File: config.mk
export PLATFORM = sky130hd
export DESIGN_NAME = fasta_two_bit_plane_packer_core
export DESIGN_NICKNAME = d
export VERILOG_FILES = /design/src/rtl/ftbpp_pkg.sv /design/src/rtl/ftbpp_in_reg.sv /design/src/rtl/ftbpp_parse.sv /design/src/rtl/ftbpp_out_reg.sv /design/src/rtl/fasta_two_bit_plane_packer_core.sv
export SDC_FILE = /design/constraint.sdc
export NUM_CORES = 1
export LEC_CHECK = 0
export BUFFER_PORTS_ARGS = -buffer_cell sky130_fd_sc_hd__buf_2
export CAP_MARGIN = 20
export CORE_MARGIN = 2
export CORE_UTILIZATION = 53
export CTS_CLUSTER_DIAMETER = 200
export DETAILED_ROUTE_END_ITERATION = 8
export PLACE_DENSITY = 0.75
export SLEW_MARGIN = 10
export SYNTH_ARGS = -nofsm -noshare
export SYNTH_HDL_FRONTEND = slang
export SYNTH_HIERARCHICAL = 1
export SYNTH_SLANG_ARGS = --single-unit
export TNS_END_PERCENT = 30
File: constraint.sdc
create_clock -name clk -period 3.7 [get_ports clk]
set_input_delay 0.555 -clock clk [delete_from_list [all_inputs] [get_ports clk]]
set_output_delay 0.555 -clock clk [all_outputs]
set_load 0.01 [all_outputs]
File: src/rtl/ftbpp_pkg.sv
// ----------------------------------------------------------------------------
// ftbpp_pkg
// shared types, codes and helpers for the fasta two-bit plane packer
// ----------------------------------------------------------------------------
package ftbpp_pkg;

  localparam int COUNT_BITS = 40;
  localparam int OFFSET_W   = 40;
  localparam int CHAR_W     = 8;
  localparam int PLANE_W    = 8;
  localparam int FILL_W     = 3;

  localparam logic [COUNT_BITS-1:0] COUNT_MAX = {COUNT_BITS{1'b1}};

  // result kinds
  localparam logic [1:0] KIND_PAIR   = 2'd0;
  localparam logic [1:0] KIND_RECORD = 2'd1;
  localparam logic [1:0] KIND_END    = 2'd2;
  localparam logic [1:0] KIND_ERROR  = 2'd3;

  // characters of interest
  localparam logic [CHAR_W-1:0] CHAR_A       = 8'h41;
  localparam logic [CHAR_W-1:0] CHAR_C       = 8'h43;
  localparam logic [CHAR_W-1:0] CHAR_G       = 8'h47;
  localparam logic [CHAR_W-1:0] CHAR_T       = 8'h54;
  localparam logic [CHAR_W-1:0] CHAR_N       = 8'h4E;
  localparam logic [CHAR_W-1:0] CHAR_HEADER  = 8'h3E;
  localparam logic [CHAR_W-1:0] CHAR_COMMENT = 8'h3B;
  localparam logic [CHAR_W-1:0] CHAR_LF      = 8'h0A;
  localparam logic [CHAR_W-1:0] CHAR_CR      = 8'h0D;

  typedef struct packed {
    logic [CHAR_W-1:0] text_char;
    logic              end_of_text;
  } item_t;

  typedef struct packed {
    logic [1:0]          result_kind;
    logic [PLANE_W-1:0]  plane0_byte;
    logic [PLANE_W-1:0]  plane1_byte;
    logic [OFFSET_W-1:0] base_offset;
    logic                final_item;
  } result_t;

  typedef struct packed {
    logic       is_base;
    logic [1:0] code;
  } base_t;

  // two-bit code of a base character, n packs as a
  function automatic base_t base_code(input logic [CHAR_W-1:0] c);
    base_t b;
    b.is_base = 1'b1;
    b.code    = 2'd0;
    case (c)
      CHAR_A, CHAR_N: b.code = 2'd0;
      CHAR_C:         b.code = 2'd1;
      CHAR_G:         b.code = 2'd2;
      CHAR_T:         b.code = 2'd3;
      default:        b.is_base = 1'b0;
    endcase
    return b;
  endfunction

endpackage

File: src/rtl/ftbpp_in_reg.sv
// ----------------------------------------------------------------------------
// ftbpp_in_reg
// input register: holds one accepted word until the parse stage takes it
// ----------------------------------------------------------------------------
module ftbpp_in_reg (
  input  logic                clk,
  input  logic                rst_n,
  input  logic                load,
  input  logic                take,
  input  ftbpp_pkg::item_t    item_in,
  output logic                item_valid,
  output ftbpp_pkg::item_t    item_out
);

  logic             valid_r, valid_nxt;
  ftbpp_pkg::item_t item_r;

  always_comb begin
    valid_nxt = valid_r;
    if (load) begin
      valid_nxt = 1'b1;
    end else if (take) begin
      valid_nxt = 1'b0;
    end
  end

  always_ff @(posedge clk) begin
    if (!rst_n) begin
      valid_r <= 1'b0;
    end else begin
      valid_r <= valid_nxt;
    end
  end

  always_ff @(posedge clk) begin
    if (load) begin
      item_r <= item_in;
    end
  end

  assign item_valid = valid_r;
  assign item_out   = item_r;

endmodule

File: src/rtl/ftbpp_parse.sv
// ----------------------------------------------------------------------------
// ftbpp_parse
// line parser and plane packer: one character per cycle when fired, state held here
// ----------------------------------------------------------------------------
module ftbpp_parse (
  input  logic                clk,
  input  logic                rst_n,
  input  logic                fire,
  input  ftbpp_pkg::item_t    item,
  output logic                has_result,
  output ftbpp_pkg::result_t  result
);

  logic                                at_line_start_r, at_line_start_nxt;
  logic                                line_is_bases_r, line_is_bases_nxt;
  logic [ftbpp_pkg::PLANE_W-1:0]       plane0_r, plane0_nxt;
  logic [ftbpp_pkg::PLANE_W-1:0]       plane1_r, plane1_nxt;
  logic [ftbpp_pkg::FILL_W-1:0]        fill_r, fill_nxt;
  logic [ftbpp_pkg::COUNT_BITS-1:0]    total_r, total_nxt;
  logic                                error_r, error_nxt;

  ftbpp_pkg::base_t                    base;
  logic [ftbpp_pkg::PLANE_W-1:0]       p0_packed, p1_packed;
  logic [ftbpp_pkg::COUNT_BITS-1:0]    total_inc;
  logic                                do_pack, do_error;

  assign base      = ftbpp_pkg::base_code(item.text_char);
  assign p0_packed = plane0_r | (ftbpp_pkg::PLANE_W'(base.code[1]) << fill_r);
  assign p1_packed = plane1_r | (ftbpp_pkg::PLANE_W'(base.code[0]) << fill_r);
  assign total_inc = (total_r == ftbpp_pkg::COUNT_MAX) ? total_r
                                                       : total_r + 1'b1;

  always_comb begin
    at_line_start_nxt = at_line_start_r;
    line_is_bases_nxt = line_is_bases_r;
    plane0_nxt        = plane0_r;
    plane1_nxt        = plane1_r;
    fill_nxt          = fill_r;
    total_nxt         = total_r;
    error_nxt         = error_r;
    do_pack           = 1'b0;
    do_error          = 1'b0;
    has_result        = 1'b0;
    result            = '0;
    result.base_offset = ftbpp_pkg::OFFSET_W'(total_r);

    if (item.end_of_text) begin
      // final word, then back to the reset state
      has_result        = 1'b1;
      result.final_item = 1'b1;
      if (error_r) begin
        result.result_kind = ftbpp_pkg::KIND_ERROR;
      end else begin
        result.result_kind = ftbpp_pkg::KIND_END;
        result.plane0_byte = plane0_r;
        result.plane1_byte = plane1_r;
      end
      at_line_start_nxt = 1'b1;
      line_is_bases_nxt = 1'b0;
      plane0_nxt        = '0;
      plane1_nxt        = '0;
      fill_nxt          = '0;
      total_nxt         = '0;
      error_nxt         = 1'b0;
    end else if (!error_r) begin
      if (at_line_start_r) begin
        at_line_start_nxt = 1'b0;
        if (item.text_char == ftbpp_pkg::CHAR_HEADER) begin
          line_is_bases_nxt  = 1'b0;
          has_result         = 1'b1;
          result.result_kind = ftbpp_pkg::KIND_RECORD;
        end else if (item.text_char == ftbpp_pkg::CHAR_COMMENT) begin
          line_is_bases_nxt = 1'b0;
        end else if (base.is_base) begin
          line_is_bases_nxt = 1'b1;
          do_pack           = 1'b1;
        end else begin
          do_error = 1'b1;
        end
      end else if (item.text_char == ftbpp_pkg::CHAR_LF) begin
        at_line_start_nxt = 1'b1;
        line_is_bases_nxt = 1'b0;
      end else if (line_is_bases_r && item.text_char != ftbpp_pkg::CHAR_CR) begin
        if (base.is_base) begin
          do_pack = 1'b1;
        end else begin
          do_error = 1'b1;
        end
      end
    end

    if (do_error) begin
      error_nxt          = 1'b1;
      has_result         = 1'b1;
      result.result_kind = ftbpp_pkg::KIND_ERROR;
    end

    if (do_pack) begin
      total_nxt = total_inc;
      fill_nxt  = fill_r + 1'b1;
      if (fill_r == {ftbpp_pkg::FILL_W{1'b1}}) begin
        // eighth base closes the byte pair
        has_result         = 1'b1;
        result.result_kind = ftbpp_pkg::KIND_PAIR;
        result.plane0_byte = p0_packed;
        result.plane1_byte = p1_packed;
        result.base_offset = ftbpp_pkg::OFFSET_W'(total_inc);
        plane0_nxt         = '0;
        plane1_nxt         = '0;
      end else begin
        plane0_nxt = p0_packed;
        plane1_nxt = p1_packed;
      end
    end
  end

  always_ff @(posedge clk) begin
    if (!rst_n) begin
      at_line_start_r <= 1'b1;
      line_is_bases_r <= 1'b0;
      plane0_r        <= '0;
      plane1_r        <= '0;
      fill_r          <= '0;
      total_r         <= '0;
      error_r         <= 1'b0;
    end else if (fire) begin
      at_line_start_r <= at_line_start_nxt;
      line_is_bases_r <= line_is_bases_nxt;
      plane0_r        <= plane0_nxt;
      plane1_r        <= plane1_nxt;
      fill_r          <= fill_nxt;
      total_r         <= total_nxt;
      error_r         <= error_nxt;
    end
  end

endmodule

File: src/rtl/ftbpp_out_reg.sv
// ----------------------------------------------------------------------------
// ftbpp_out_reg
// result register: holds a word until the downstream side takes it
// ----------------------------------------------------------------------------
module ftbpp_out_reg (
  input  logic                clk,
  input  logic                rst_n,
  input  logic                fire,
  input  logic                has_result,
  input  ftbpp_pkg::result_t  result_in,
  input  logic                out_stall,
  output logic                out_valid,
  output ftbpp_pkg::result_t  result_out
);

  logic               valid_r, valid_nxt;
  ftbpp_pkg::result_t result_r;

  always_comb begin
    valid_nxt = valid_r;
    if (fire) begin
      valid_nxt = has_result;
    end else if (!out_stall) begin
      valid_nxt = 1'b0;
    end
  end

  always_ff @(posedge clk) begin
    if (!rst_n) begin
      valid_r <= 1'b0;
    end else begin
      valid_r <= valid_nxt;
    end
  end

  always_ff @(posedge clk) begin
    if (fire && has_result) begin
      result_r <= result_in;
    end
  end

  assign out_valid  = valid_r;
  assign result_out = result_r;

endmodule

File: src/rtl/fasta_two_bit_plane_packer_core.sv
// ----------------------------------------------------------------------------
// fasta_two_bit_plane_packer_core
// packs fasta text into two bit planes, eight bases per byte pair
// ----------------------------------------------------------------------------
//
//   channel  | direction | handshake          | payload
//   ---------+-----------+--------------------+------------------------------
//   in_      | input     | in_valid/in_stall  | text_char, end_of_text
//   out_     | output    | out_valid/out_stall| result_kind, plane bytes,
//            |           |                    | base_offset, final_item
//
// one character per clock while the parse stage can fire; an accepted text word is
// held in the input register, and any result word it yields in the result register
// the loop that sets the rate is the parse state update
// synchronous active-low reset clears parse state and both valid flags
// out_stall holds the result register, and the parse stage then holds the
// input register; in_stall rises only when that register is full and blocked
// ----------------------------------------------------------------------------
module fasta_two_bit_plane_packer_core (
  input  logic                              clk,
  input  logic                              rst_n,

  input  logic                              in_valid,
  output logic                              in_stall,
  input  logic [ftbpp_pkg::CHAR_W-1:0]      in_text_char,
  input  logic                              in_end_of_text,

  output logic                              out_valid,
  input  logic                              out_stall,
  output logic [1:0]                        out_result_kind,
  output logic [ftbpp_pkg::PLANE_W-1:0]     out_plane0_byte,
  output logic [ftbpp_pkg::PLANE_W-1:0]     out_plane1_byte,
  output logic [ftbpp_pkg::OFFSET_W-1:0]    out_base_offset,
  output logic                              out_final_item
);

  ftbpp_pkg::item_t   in_item, held_item;
  ftbpp_pkg::result_t step_result, out_result;
  logic               held_valid;
  logic               fire;
  logic               step_has_result;
  logic               in_load;

  // parse stage advances when it has a word and the result register is free
  assign fire     = held_valid && (!out_valid || !out_stall);
  assign in_stall = held_valid && !fire;
  assign in_load  = in_valid && !in_stall;

  assign in_item.text_char   = in_text_char;
  assign in_item.end_of_text = in_end_of_text;

  ftbpp_in_reg u_in_reg (
    .clk        (clk),
    .rst_n      (rst_n),
    .load       (in_load),
    .take       (fire),
    .item_in    (in_item),
    .item_valid (held_valid),
    .item_out   (held_item)
  );

  ftbpp_parse u_parse (
    .clk        (clk),
    .rst_n      (rst_n),
    .fire       (fire),
    .item       (held_item),
    .has_result (step_has_result),
    .result     (step_result)
  );

  ftbpp_out_reg u_out_reg (
    .clk        (clk),
    .rst_n      (rst_n),
    .fire       (fire),
    .has_result (step_has_result),
    .result_in  (step_result),
    .out_stall  (out_stall),
    .out_valid  (out_valid),
    .result_out (out_result)
  );

  assign out_result_kind = out_result.result_kind;
  assign out_plane0_byte = out_result.plane0_byte;
  assign out_plane1_byte = out_result.plane1_byte;
  assign out_base_offset = out_result.base_offset;
  assign out_final_item  = out_result.final_item;

endmodule
# Word-level counts from Yosys, hierarchy flattened
# Index checks and enable logic that the tools add are counted.
dict set report totals {
  regBits 132
  input_bits 13
  out_inout_bits 61
  wordCells 118
}
dict set report op_classes {
  n_addsub 2
  n_eq_ne 14
  shift 2
  mux 63
  bitwise_logic 2
  n_reduce_logical 19
}
# cell count
set ops {}
lappend ops {{40-bit 2-to-1 mux} 3}
lappend ops {{58-bit 2-to-1 mux} 2}
lappend ops {{1-bit 2-to-1 mux} 44}
lappend ops {{40-bit by 1-bit adder with 40-bit output (second input constant)} 1}
lappend ops {{40-bit == test (second input constant)} 1}
lappend ops {{8-bit by 7-bit == test with 1-bit output (second input constant)} 5}
lappend ops {{8-bit 2-to-1 mux} 5}
lappend ops {{16-bit 2-to-1 mux} 2}
lappend ops {{8-bit by 6-bit == test with 1-bit output (second input constant)} 2}
lappend ops {{8-bit OR} 2}
lappend ops {{1-bit by 3-bit << shifter with 8-bit output} 2}
lappend ops {{8-bit by 4-bit == test with 1-bit output (second input constant)} 1}
lappend ops {{2-bit 2-to-1 mux} 4}
lappend ops {{8-bit by 4-bit inequality test with 1-bit output (second input constant)} 1}
lappend ops {{3-bit 2-to-1 mux} 2}
lappend ops {{2-bit one-hot mux with 3 select lines} 1}
lappend ops {{2-bit AND reduction} 3}
lappend ops {{2-bit nonzero test} 3}
lappend ops {{1-bit logical AND} 5}
lappend ops {{5-bit inequality test (second input constant)} 1}
lappend ops {{5-bit OR reduction} 1}
lappend ops {{1-bit logical NOT} 4}
lappend ops {{4-bit AND reduction} 1}
lappend ops {{3-bit by 1-bit adder with 3-bit output (second input constant)} 1}
lappend ops {{5 further kinds} 5}

# Longest topological paths before layout
# Gate-level depths: netlist (run 1).
dict set report depth {
  depth_word 13
  ltp_mapped 10
  mapped_depth_nobuf 8
}

# By module
# The synthesis (run 1) kept the hierarchy.
# module n_inst cells_per_inst area_each_um2 seq_area_each_um2
set by_module_without_submodules {}
lappend by_module_without_submodules {ftbpp_parse 1 557 4430.5 1241.2}
lappend by_module_without_submodules {ftbpp_out_reg 1 63 1814.2 1791.7}
lappend by_module_without_submodules {ftbpp_in_reg 1 12 311.5 290.3}
lappend by_module_without_submodules {fasta_two_bit_plane_packer_core 1 3 27.5 0.0}

# Worst setup path before layout (run 1)
# Ideal clock, no wire load.
dict set report synth_timing {
  path_type {register to register}
  start {register u_in_reg.item_r, in the netlist u_in_reg/item_out[6]}
  end {register u_out_reg.result_r, in the netlist u_out_reg/result_out[0], enable pin}
  setup_ns 0.424
  arrival_time_ns 3.337
  t_required_ns 3.276
  setup_slack_ns -0.061
  path_stages_with_launch 9
  n_path_buf 2
  period_less_slack_ns 3.761
  path_cell_list {edfxtp_1 or3b_4 a2111oi_4 or2_1 buf_6 nand4_2 buf_2 o211ai_1 and2_1}
}
dict set report synth_between {
  elab_chain_len 13
  word_cells_on_any_way 36
  cone_classes {eq/ne (9); mux (24); reduce/logical (3)}
}
# element line_no
set synth_rtl {}
lappend synth_rtl {{from (decl)} ftbpp_in_reg.sv:16} ;# ftbpp_pkg::item_t item_r;
lappend synth_rtl {{from (signal assigned)} ftbpp_in_reg.sv:37} ;# item_r <= item_in;
lappend synth_rtl {{8-bit by 7-bit == test with 1-bit output} ftbpp_pkg.sv:55} ;# case (c)
lappend synth_rtl {{5-bit OR reduction (no line)} -}
lappend synth_rtl {{1-bit 2-to-1 mux} ftbpp_pkg.sv:55}
lappend synth_rtl {{1-bit 2-to-1 mux} {ftbpp_parse.sv:74, ftbpp_parse.sv:84}}
lappend synth_rtl {{1-bit 2-to-1 mux, on equally long branches} {ftbpp_parse.sv:83, ftbpp_parse.sv:72}}
lappend synth_rtl {{1-bit 2-to-1 mux, on equally long branches} {ftbpp_parse.sv:80, ftbpp_parse.sv:68}}
lappend synth_rtl {{1-bit 2-to-1 mux} ftbpp_parse.sv:66} ;# if (at_line_start_r) begin
lappend synth_rtl {{1-bit 2-to-1 mux} ftbpp_parse.sv:65} ;# end else if (!error_r) begin
lappend synth_rtl {{1-bit 2-to-1 mux} ftbpp_parse.sv:47} ;# if (item.end_of_text) begin
lappend synth_rtl {{1-bit 2-to-1 mux} ftbpp_parse.sv:92} ;# if (do_error) begin
lappend synth_rtl {{1-bit 2-to-1 mux} ftbpp_parse.sv:101} ;# if (fill_r == {ftbpp_pkg::FILL_W{1'b1}}) begin
lappend synth_rtl {{1-bit 2-to-1 mux (*)} ftbpp_parse.sv:98} ;# if (do_pack) begin
lappend synth_rtl {{named net step_has_result} fasta_two_bit_plane_packer_core.sv:41} ;# logic step_has_result;
lappend synth_rtl {{1-bit logical AND (*)} ftbpp_out_reg.sv:37} ;# if (fire && has_result) begin
lappend synth_rtl {{to (signal assigned)} ftbpp_out_reg.sv:38} ;# result_r <= result_in;
lappend synth_rtl {{to (decl)} ftbpp_out_reg.sv:17} ;# ftbpp_pkg::result_t result_r;
# The timed path passes the listed nets; every way through them passes the cells marked *.
# A chain may end at the register's enable or synchronous reset.

==> flow_metrics.env, run 1 <==
export IMPL_reg2reg_to="u_out_reg/result_out[2]"
export IMPL_dr_pass1_iters=5
export IMPL_grt_total_usage_pct=23.4
export IMPL_min_path_cells=1
export IMPL_synth_common_cells="edfxtp_1, dfxtp_1, nand2_1"
export IMPL_slowest_delay_ns=0.63
export IMPL_p_comb_share_pct=5.2
export IMPL_grt_max_degree=46
export IMPL_setup_viol=0
export IMPL_die_h_um=115
export IMPL_synth_ff_type="edfxtp_1"
export IMPL_finalMaxSlewViolations=0
export IMPL_rsz0062_at_grt="no"
export IMPL_pre_cts_slack_ns=0.559
export IMPL_dp_hpwl_um=9850
export IMPL_port_buffers=73
export IMPL_clock_sinks=132
export IMPL_routabilityCongestion=0.879
export IMPL_worstSkewPairLatency_ns=0.42
export IMPL_fin_ws_ns=0.533
export IMPL_min_to="u_in_reg/item_out[0]"
export IMPL_maxCapViolations=0
export IMPL_cp_max_fo=45
export IMPL_cts_made_buffers=17
export IMPL_synth_top_family_by_area="simple AND/OR/NAND/NOR gates"
export IMPL_post_drt_wl_per_cell_um=17.2
export IMPL_cts_hold_buffers=0
export IMPL_fin_crit_ns=3.17
export IMPL_grt_overflow_total=0
export IMPL_ys_ff_latch=132
export IMPL_hold_violations=0
export IMPL_dr_wl_met3_um=1040
export IMPL_via_per_inst=5.99
export IMPL_r2r_start="u_in_reg/item_out[4]"
export IMPL_syn_area_um2=6580
export IMPL_synthSimpleGateAreaFrac_pct=21.7
export IMPL_p_sw_w=0.000739
export IMPL_ctsResizeCount=0
export IMPL_cp_top_family="compound AO/OA/AOI/OAI gates"
export IMPL_peakVddDrop_uv=267
export IMPL_drive_gt1_share_pct=18.9
export IMPL_finClkSkew_ns=0.00711
export IMPL_crit_required_ns=3.87
export IMPL_synth_area_mux_share_pct=1.08
export IMPL_antenna_found_initial=0
export IMPL_syn_nets=651
export IMPL_cp_depth=7
export IMPL_worst_path_max_delay_cell="o41ai_1"
export IMPL_critPathCaptureType="flip-flop"
export IMPL_drtAntennaViolNets=0
export IMPL_die_area_um2=13300
export IMPL_synth_area_leaders="edfxtp_1, dfxtp_1, xor2_1"
export IMPL_hold_path_class="in -> reg"
export IMPL_ioPinCount=74
export IMPL_wl_met2_um=7030
export IMPL_crit_chain="nand2b_1 -> o41ai_1 -> o21ai_1 -> nand4_2 -> buf_4 -> nor2_1 -> mux2_2"
export IMPL_worstPathBufferInverterCount=1
export IMPL_min_period_over_period_pct=85.6
export IMPL_seq_power_share_pct=46.4
export IMPL_n_antenna_cell=0
export IMPL_stdcell_area_um2=7580
export IMPL_nNetsFinal=712
export IMPL_synth_edf_count=68
export IMPL_wl_met1_um=6670
export IMPL_clkSlewWorstSetupHoldPaths_ns=0.06
export IMPL_seq_area_frac_synth_pct=50.5
export IMPL_switching_share_pct=21.4
export IMPL_ys_warn_count=6
export IMPL_first_global_vias=4984
export IMPL_start_util_pct=54.6
export IMPL_n_fill_cell=980
export IMPL_hold_ws_ns=0.312
export IMPL_intPower_w=0.00271
export IMPL_vias=5249
export IMPL_power_density_nw_per_um2=455
export IMPL_grt_pass1_wl_um=24300
export IMPL_wl_um=15100
export IMPL_cts_tree="done"
export IMPL_synth_compound_area_share_pct=16.2
export IMPL_ff2ff_path_depth=7
export IMPL_pwr_share_clk_pct=48.3
export IMPL_coreArea_um2=12100
export IMPL_avgSynthCellArea_um2=10.4
export IMPL_async_flop_share_pct=0
export IMPL_clockBufferDepth=2
export IMPL_relSlewSlack_pct=36.5
export IMPL_route_detailed_drc=0
export IMPL_cp_start_kind="flip-flop"
export IMPL_area_growth_pct=15.2
export IMPL_status="completed"
export IMPL_tns_ns=0
export IMPL_die_x_um=115
export IMPL_root_buffer="clkbuf_16"
export IMPL_worst_slew_pin_slew_ns=0.946
export IMPL_critPathKind="reg -> reg"
export IMPL_yosysMostFrequentCell="edfxtp_1"
export IMPL_fp_row_count=40
export IMPL_reg2reg_slack_ns=0.53
export IMPL_yosys_area_top_type_share_pct=31.0
export IMPL_yosys_area_top_type="edfxtp_1"
export IMPL_arrival_ns=3.34
export IMPL_cts_setup_buffers=0
export IMPL_maxUsedRoutingLayer="met4"
export IMPL_synth_xor_area_share_pct=5.59
export IMPL_synth_fa_ha_area_share_pct=0.570
export IMPL_p_leak_nw=2.78
export IMPL_cts_htree_levels=4
export IMPL_max_freq_mhz=316
export IMPL_synth_distinct_cells=72
export IMPL_hold_start="in_end_of_text"
export IMPL_dpl_cell_area_um2=7000
export IMPL_netlist_instances=635
export IMPL_drtIter0Drc=424
==> metrics by stage <==
stage	total power [W]	utilization [%]	cells
after CTS	0.00348	62.9	877
after global placement	0.00181	58.0	845
after global routing	0.00356	62.9	877
after detailed placement	0.00181	58.0	845
after floorplan	0.00175	-	635
final	0.00345	62.9	877
==> area by class of cell <==
| class | count | area (um2) | share of cell area, % |
|---|---|---|---|
| clock buffer | 22 | 454 | 5.99 |
| sequential | 132 | 3320 | 43.8 |
| timing repair buffer | 83 | 453 | 5.97 |
| tap | 168 | 210 | 2.77 |
| multi-input combinational | 451 | 2970 | 39.2 |
| inverter | 11 | 41.3 | 0.544 |
| clock inverter | 10 | 131 | 1.73 |
==> how the worst max path moves through the flow <==
stage	startpoint	slack [ns]	end
2_1_floorplan	u_in_reg/item_out[6]	0.59	u_out_reg/result_out[0]
3_3_place_gp	u_in_reg/item_out[3]	0.65	u_out_reg/result_out[2]
3_5_place_dp	u_in_reg/item_out[4]	0.56	u_out_reg/result_out[2]
4_1_cts	u_in_reg/item_out[4]	0.55	u_out_reg/result_out[2]
5_1_grt	u_in_reg/item_out[4]	0.21	u_out_reg/result_out[2]
6_report	u_in_reg/item_out[4]	0.53	u_out_reg/result_out[2]
==> power groups by stage <==
stage,sequential [W],combinational (W),clock (W)
global placement,0.00163,0.000176,0
floorplan,0.00165,0.000102,0
detailed placement,0.00163,0.000181,0
CTS,0.00160,0.000182,0.00169
finish,0.00160,0.000181,0.00167
global route,0.00161,0.000198,0.00176
==> state kept, by name (all words and copies together) (netlist names), 3 cells and up <==
register / count
u_parse/plane0_r: 8
u_out_reg/result_out: 59
u_parse/total_r: 40
u_in_reg/item_out: 9
u_parse/plane1_r: 8
u_parse/fill_r: 3
==> cells by family (layout without fill, tap and decap cells) <==
kind of cell,Yosys count,in the layout
AO/OA/AOI/OAI,142,142
flip-flops,132,132
multiplexers,7,7
AND/OR/NAND/NOR,257,257
XOR/XNOR,42,42
buffers and inverters,52,126
adder cells (fa/ha/maj),3,3
==> placed cells by master (no fill, tap or decap), drive strengths merged, types with 6 or more instances in the layout <==
cell type and count:
nand4 21, or3 8, clkbuf 22, and3 10
a31oi 21, nor3 31, edfxtp 68, mux2i 6
o21a 21, nand3b 7, nand2b 8, nand3 32
a211oi 11, xor2 24, dfxtp 64, a21oi 25
a22o 19, xnor2 18, o21ai 11, buf 83
and2 6, nor2 47, inv 11, and4 11
nand2 51
==> worst reg2reg max path, stage by stage, from the launching register on <==
cell	delay, ns
edfxtp_1	0.48
nand2b_1	0.17
o41ai_1	0.63
o21ai_1	0.51
nand4_2	0.24
buf_4	0.44
nor2_1	0.17
mux2_2	0.29
==> layer usage <==
layer / GRT usage (%) / vias to the layer above
met5: 0 / -
met4: 11.6 / 0
met3: 4.92 / 28
met2: 36.3 / 209
met1: 31.4 / 2506
li1: - / 2506
Power figures use the tool's default switching activity.
==> run 2, diff against run 1 <==
- BUFFER_PORTS_ARGS: -buffer_cell sky130_fd_sc_hd__buf_2 -> unset
- CORE_UTILIZATION: 53 -> 60
- CTS_BUF_LIST: unset -> sky130_fd_sc_hd__clkbuf_4 sky130_fd_sc_hd__clkbuf_8
- DONT_BUFFER_PORTS: unset -> 1
- PLACE_DENSITY: 0.75 -> 0.78
==> run 2 against run 1 <==
  * Non-clock buffer count shrank 71
  * Sequential cell count unchanged
  * Clock power decreased by 23%
  * Cell area fell by 6.9%
  * Worst hold slack worse by 0.11 ns
  * Sequential share of layout area is 3.2 points higher
  * Global-route usage up 2.2 points
  * First-iteration DRC count rose by 32%
  * Cell count fell by 11%
  * Power decreased by 12%
  * Critical path depth did not move
  * Critical path type unchanged
==> flow_metrics.env, run 2 (synthesis gave the netlist of run 1 again) <==
export IMPL_finalMaxSlewViolations=0
export IMPL_hold_ws_ns=0.197
export IMPL_final_core_util_pct=65.4
export IMPL_dr_pass1_iters=5
export IMPL_ctsResizeCount=0
export IMPL_routabilityCongestion=0.907
export IMPL_peakVddDrop_uv=240
export IMPL_nNetsFinal=641
export IMPL_drive_gt1_share_pct=10.8
export IMPL_stdcell_area_um2=7060
export IMPL_worstSkewPairLatency_ns=0.45
export IMPL_arrival_ns=3.37
export IMPL_max_freq_mhz=315
export IMPL_hold_violations=0
export IMPL_grt_pass1_wl_um=23500
export IMPL_area_growth_pct=7.28
export IMPL_cp_top_family="compound AO/OA/AOI/OAI gates"
export IMPL_n_antenna_cell=0
export IMPL_status="completed"
export IMPL_cp_start_kind="flip-flop"
export IMPL_critPathKind="reg -> reg"
export IMPL_critPathCaptureType="flip-flop"
export IMPL_worstPathBufferInverterCount=1
export IMPL_fin_crit_ns=3.17
export IMPL_worst_path_max_delay_cell="o41ai_1"
export IMPL_ioPinCount=74
export IMPL_grt_max_degree=46
export IMPL_grt_overflow_total=0
export IMPL_drtIter0Drc=560
export IMPL_die_h_um=109
export IMPL_die_area_um2=11800
export IMPL_tns_ns=0
export IMPL_root_buffer="clkbuf_8"
export IMPL_finClkSkew_ns=0.0108
export IMPL_hold_path_class="in -> reg"
export IMPL_n_fill_cell=810
export IMPL_post_drt_wl_per_cell_um=18.9
export IMPL_crit_required_ns=3.90
export IMPL_grt_total_usage_pct=25.6
export IMPL_dpl_cell_area_um2=6620
export IMPL_clockBufferDepth=2
export IMPL_wl_um=14700
export IMPL_cts_hold_buffers=0
export IMPL_final_common_cell="edfxtp_1"
export IMPL_port_buffers=0
export IMPL_cts_setup_buffers=0
export IMPL_clkSlewWorstSetupHoldPaths_ns=0.08
export IMPL_cts_htree_levels=4
export IMPL_drtAntennaViolNets=0
export IMPL_crit_chain="nand2b_1 -> o41ai_1 -> o21ai_1 -> nand4_2 -> buf_4 -> nor2_1 -> mux2_2"
export IMPL_vias=5035
export IMPL_worst_slew_pin_slew_ns=0.984
export IMPL_fp_row_count=38
export IMPL_largest_reg_flops=59
export IMPL_dp_hpwl_um=9700
export IMPL_first_global_vias=4720
export IMPL_cts_tree="done"
export IMPL_start_util_pct=61.0
export IMPL_via_per_inst=6.47
export IMPL_route_detailed_drc=0
export IMPL_power_density_nw_per_um2=430
export IMPL_clock_sinks=132
export IMPL_p_leak_nw=2.41
export IMPL_setup_viol=0
export IMPL_die_x_um=109
export IMPL_cts_made_buffers=17
export IMPL_coreArea_um2=10800
export IMPL_cp_max_fo=45
export IMPL_antenna_found_initial=0
export IMPL_layout_common_cells="edfxtp_1, dfxtp_1, nand2_1"
export IMPL_maxCapViolations=0
export IMPL_relSlewSlack_pct=34.0
export IMPL_rsz0062_at_grt="no"
export IMPL_min_period_over_period_pct=85.8
export IMPL_slowest_delay_ns=0.60
## run 2: changes by cell type in the layout (fill, tap and decap cells not counted), sizes merged
| cell | previous run | this run |
|---|---|---|
| inv | 11 | 15 |
| buf | 83 | 12 |
| clkbuf | 22 | 18 |
## run 2: final timing paths
check	end	depth (start not counted)	slack, ns	from
max	u_out_reg/result_out[2]	7	0.53	u_in_reg/item_out[4]
max reg2reg	u_out_reg/result_out[2]	7	0.53	u_in_reg/item_out[4]
min reg2reg	u_parse/plane0_r[6]	1	0.49	u_parse/plane0_r[6]
min	u_in_reg/item_out[6]	0	0.20	in_text_char[5]
## run 2: power by group
| group | internal (W) | switching (W) |
|---|---|---|
| registers | 0.00158 | 0.0000400 |
| clock network | 0.000682 | 0.000596 |
| logic | 0.0000413 | 0.0000936 |
| total | 0.00230 | 0.000730 |
## run 2: routing by layer
metal / global-route usage, % / up-vias / part of all wire, %
met3: 6.93 / 34 / 8.2
li1: - / 2359 / -
met1: 34.5 / 2411 / 44
met2: 39.9 / 231 / 46
met5: 0 / - / 0
met4: 9.25 / 0 / 1.7
## run 2: stage by stage
step | cells | setup slack (ns) | total power, W
after global placement | 745 | 0.677 | 0.00178
after global routing | 778 | 0.242 | 0.00312
final | 778 | 0.526 | 0.00303
after CTS | 777 | 0.546 | 0.00305
after detailed placement | 745 | 0.575 | 0.00178
after floorplan | 635 | 0.590 | 0.00175
## run 2: worst register-to-register path, stage by stage, from the launching register on
cell and delay (ns):
edfxtp_1 0.50, nand2b_1 0.16, o41ai_1 0.60, o21ai_1 0.51, nand4_2 0.25, buf_4 0.45, nor2_1 0.16, mux2_2 0.30
## run 2: cell type report
cell class,instances,area (um2),area share [%]
clock buffer,18,241,3.42
clock inverter,14,176,2.50
inverter,11,41.3,0.585
multi-input combinational,451,2970,42.1
sequential,132,3320,47.1
tap,140,175,2.48
timing repair buffer,12,135,1.91
==> run 3, diff against run 2 <==
- PLACE_DENSITY: 0.78 -> 0.89
==> run 3 against run 2 <==
  * Wire length rose by 1.5%
  * Critical path depth stayed put
  * Clock power up 3%
  * Cell area shrank 0.11%
  * Largest cell class unchanged
  * Highest routed layer unchanged
==> flow_metrics.env, run 3 (synthesis gave the netlist of run 1 again) <==
export IMPL_dr_pass1_iters=6
export IMPL_maxCapViolations=0
export IMPL_area_growth_pct=7.16
export IMPL_layoutNonFillerInstCount=776
export IMPL_drtIter0Drc=541
export IMPL_peakVddDrop_uv=253
export IMPL_hold_ws_ns=0.211
export IMPL_cts_made_buffers=17
export IMPL_first_global_vias=4938
export IMPL_post_drt_wl_per_cell_um=19.2
export IMPL_hold_violations=0
export IMPL_cp_start_kind="flip-flop"
export IMPL_tns_ns=0
export IMPL_arrival_ns=3.61
export IMPL_antenna_found_initial=0
export IMPL_grt_pass1_wl_um=23800
export IMPL_ioPinCount=74
export IMPL_dp_hpwl_um=9760
export IMPL_relSlewSlack_pct=33.2
export IMPL_grt_total_usage_pct=25.8
export IMPL_clkSlewWorstSetupHoldPaths_ns=0.07
export IMPL_stdcell_area_um2=7060
export IMPL_rsz0062_at_grt="no"
export IMPL_nNetsFinal=639
export IMPL_n_antenna_cell=0
export IMPL_cts_hold_buffers=0
export IMPL_drive_gt1_share_pct=10.4
export IMPL_setup_viol=0
export IMPL_dpl_cell_count=743
export IMPL_ctsResizeCount=0
export IMPL_power_density_nw_per_um2=436
export IMPL_worst_slew_pin_slew_ns=0.995
export IMPL_port_buffers=0
export IMPL_cts_htree_levels=4
export IMPL_die_h_um=109
export IMPL_p_leak_nw=2.40
export IMPL_layout_common_cells="edfxtp_1, dfxtp_1, nand2_1"
export IMPL_vias=5155
export IMPL_max_freq_mhz=302
export IMPL_dpl_cell_area_um2=6590
export IMPL_die_x_um=109
export IMPL_cts_setup_buffers=0
export IMPL_via_per_inst=6.64
export IMPL_final_common_cell="edfxtp_1"
export IMPL_status="completed"
export IMPL_die_area_um2=11800
export IMPL_largest_reg_flops=59
export IMPL_start_util_pct=61.0
export IMPL_hold_path_class="in -> reg"
export IMPL_root_buffer="clkbuf_8"
export IMPL_coreArea_um2=10800
export IMPL_finClkSkew_ns=0.0125
export IMPL_crit_required_ns=4.00
export IMPL_grt_overflow_total=0
export IMPL_wl_um=14900
export IMPL_min_period_over_period_pct=89.4
export IMPL_drtAntennaViolNets=0
export IMPL_grt_max_degree=47
export IMPL_routabilityCongestion=0.949
export IMPL_clock_sinks=132
export IMPL_critPathCaptureType="flip-flop"
export IMPL_fin_crit_ns=3.31
export IMPL_clockBufferDepth=2
export IMPL_fp_row_count=38
export IMPL_route_detailed_drc=0
export IMPL_worstSkewPairLatency_ns=0.44
export IMPL_cp_max_fo=33
export IMPL_cts_tree="done"
export IMPL_finalMaxSlewViolations=0
export IMPL_critPathKind="reg -> reg"
run 3: area by class of cell:
| cell class | count | area (um2) |
|---|---|---|
| clock buffers | 19 | 255 |
| repair buffers | 10 | 108 |
| inverters | 11 | 41.3 |
| well taps | 140 | 175 |
| flip-flops and latches | 132 | 3320 |
| fillers | 793 | 3740 |
| multi-input cells | 451 | 2970 |
| clock inverters | 13 | 183 |
run 3: critical path, cell delays in order, from the launching register on:
cell and delay, ns:
edfxtp_1 0.55, or3b_1 0.21, a2111oi_2 0.08, o21ai_1 0.78, nand4_2 0.62, buf_4 0.45, nor3_1 0.31, o21a_1 0.16
run 3: path summary, 6_finish.rpt:
check,startpoint,slack (ns),cells after the start,to
max,u_in_reg/item_out[3],0.39,7,u_out_reg/result_out[52]
min,in_end_of_text,0.21,0,u_in_reg/item_out[0]
max reg2reg,u_in_reg/item_out[3],0.39,7,u_out_reg/result_out[52]
min reg2reg,u_parse/plane0_r[4],0.49,1,u_parse/plane0_r[4]
run 3: power breakdown:
group / internal [W] / switching [W] / leakage [nW]
registers: 0.00158 / 0.0000400 / 1.20
clock network: 0.000758 / 0.000562 / 0.213
logic: 0.0000389 / 0.0000946 / 0.984
run 3: stage by stage:
step | setup WS, ns | total power, W | util (%)
after floorplan | 0.590 | 0.00175 | -
after global placement | 0.632 | 0.00177 | 61.1
after detailed placement | 0.494 | 0.00178 | 61.1
after CTS | 0.469 | 0.00309 | 65.1
after global routing | 0.161 | 0.00316 | 65.4
final | 0.392 | 0.00308 | 65.4
run 3: metal layers:
metal,GRT usage (%),up-vias,part of all wire (%)
met5,0,-,0
met4,11.1,0,2.5
met3,6.52,42,9.1
met2,42.4,320,48
met1,32.5,2439,40
li1,-,2354,-
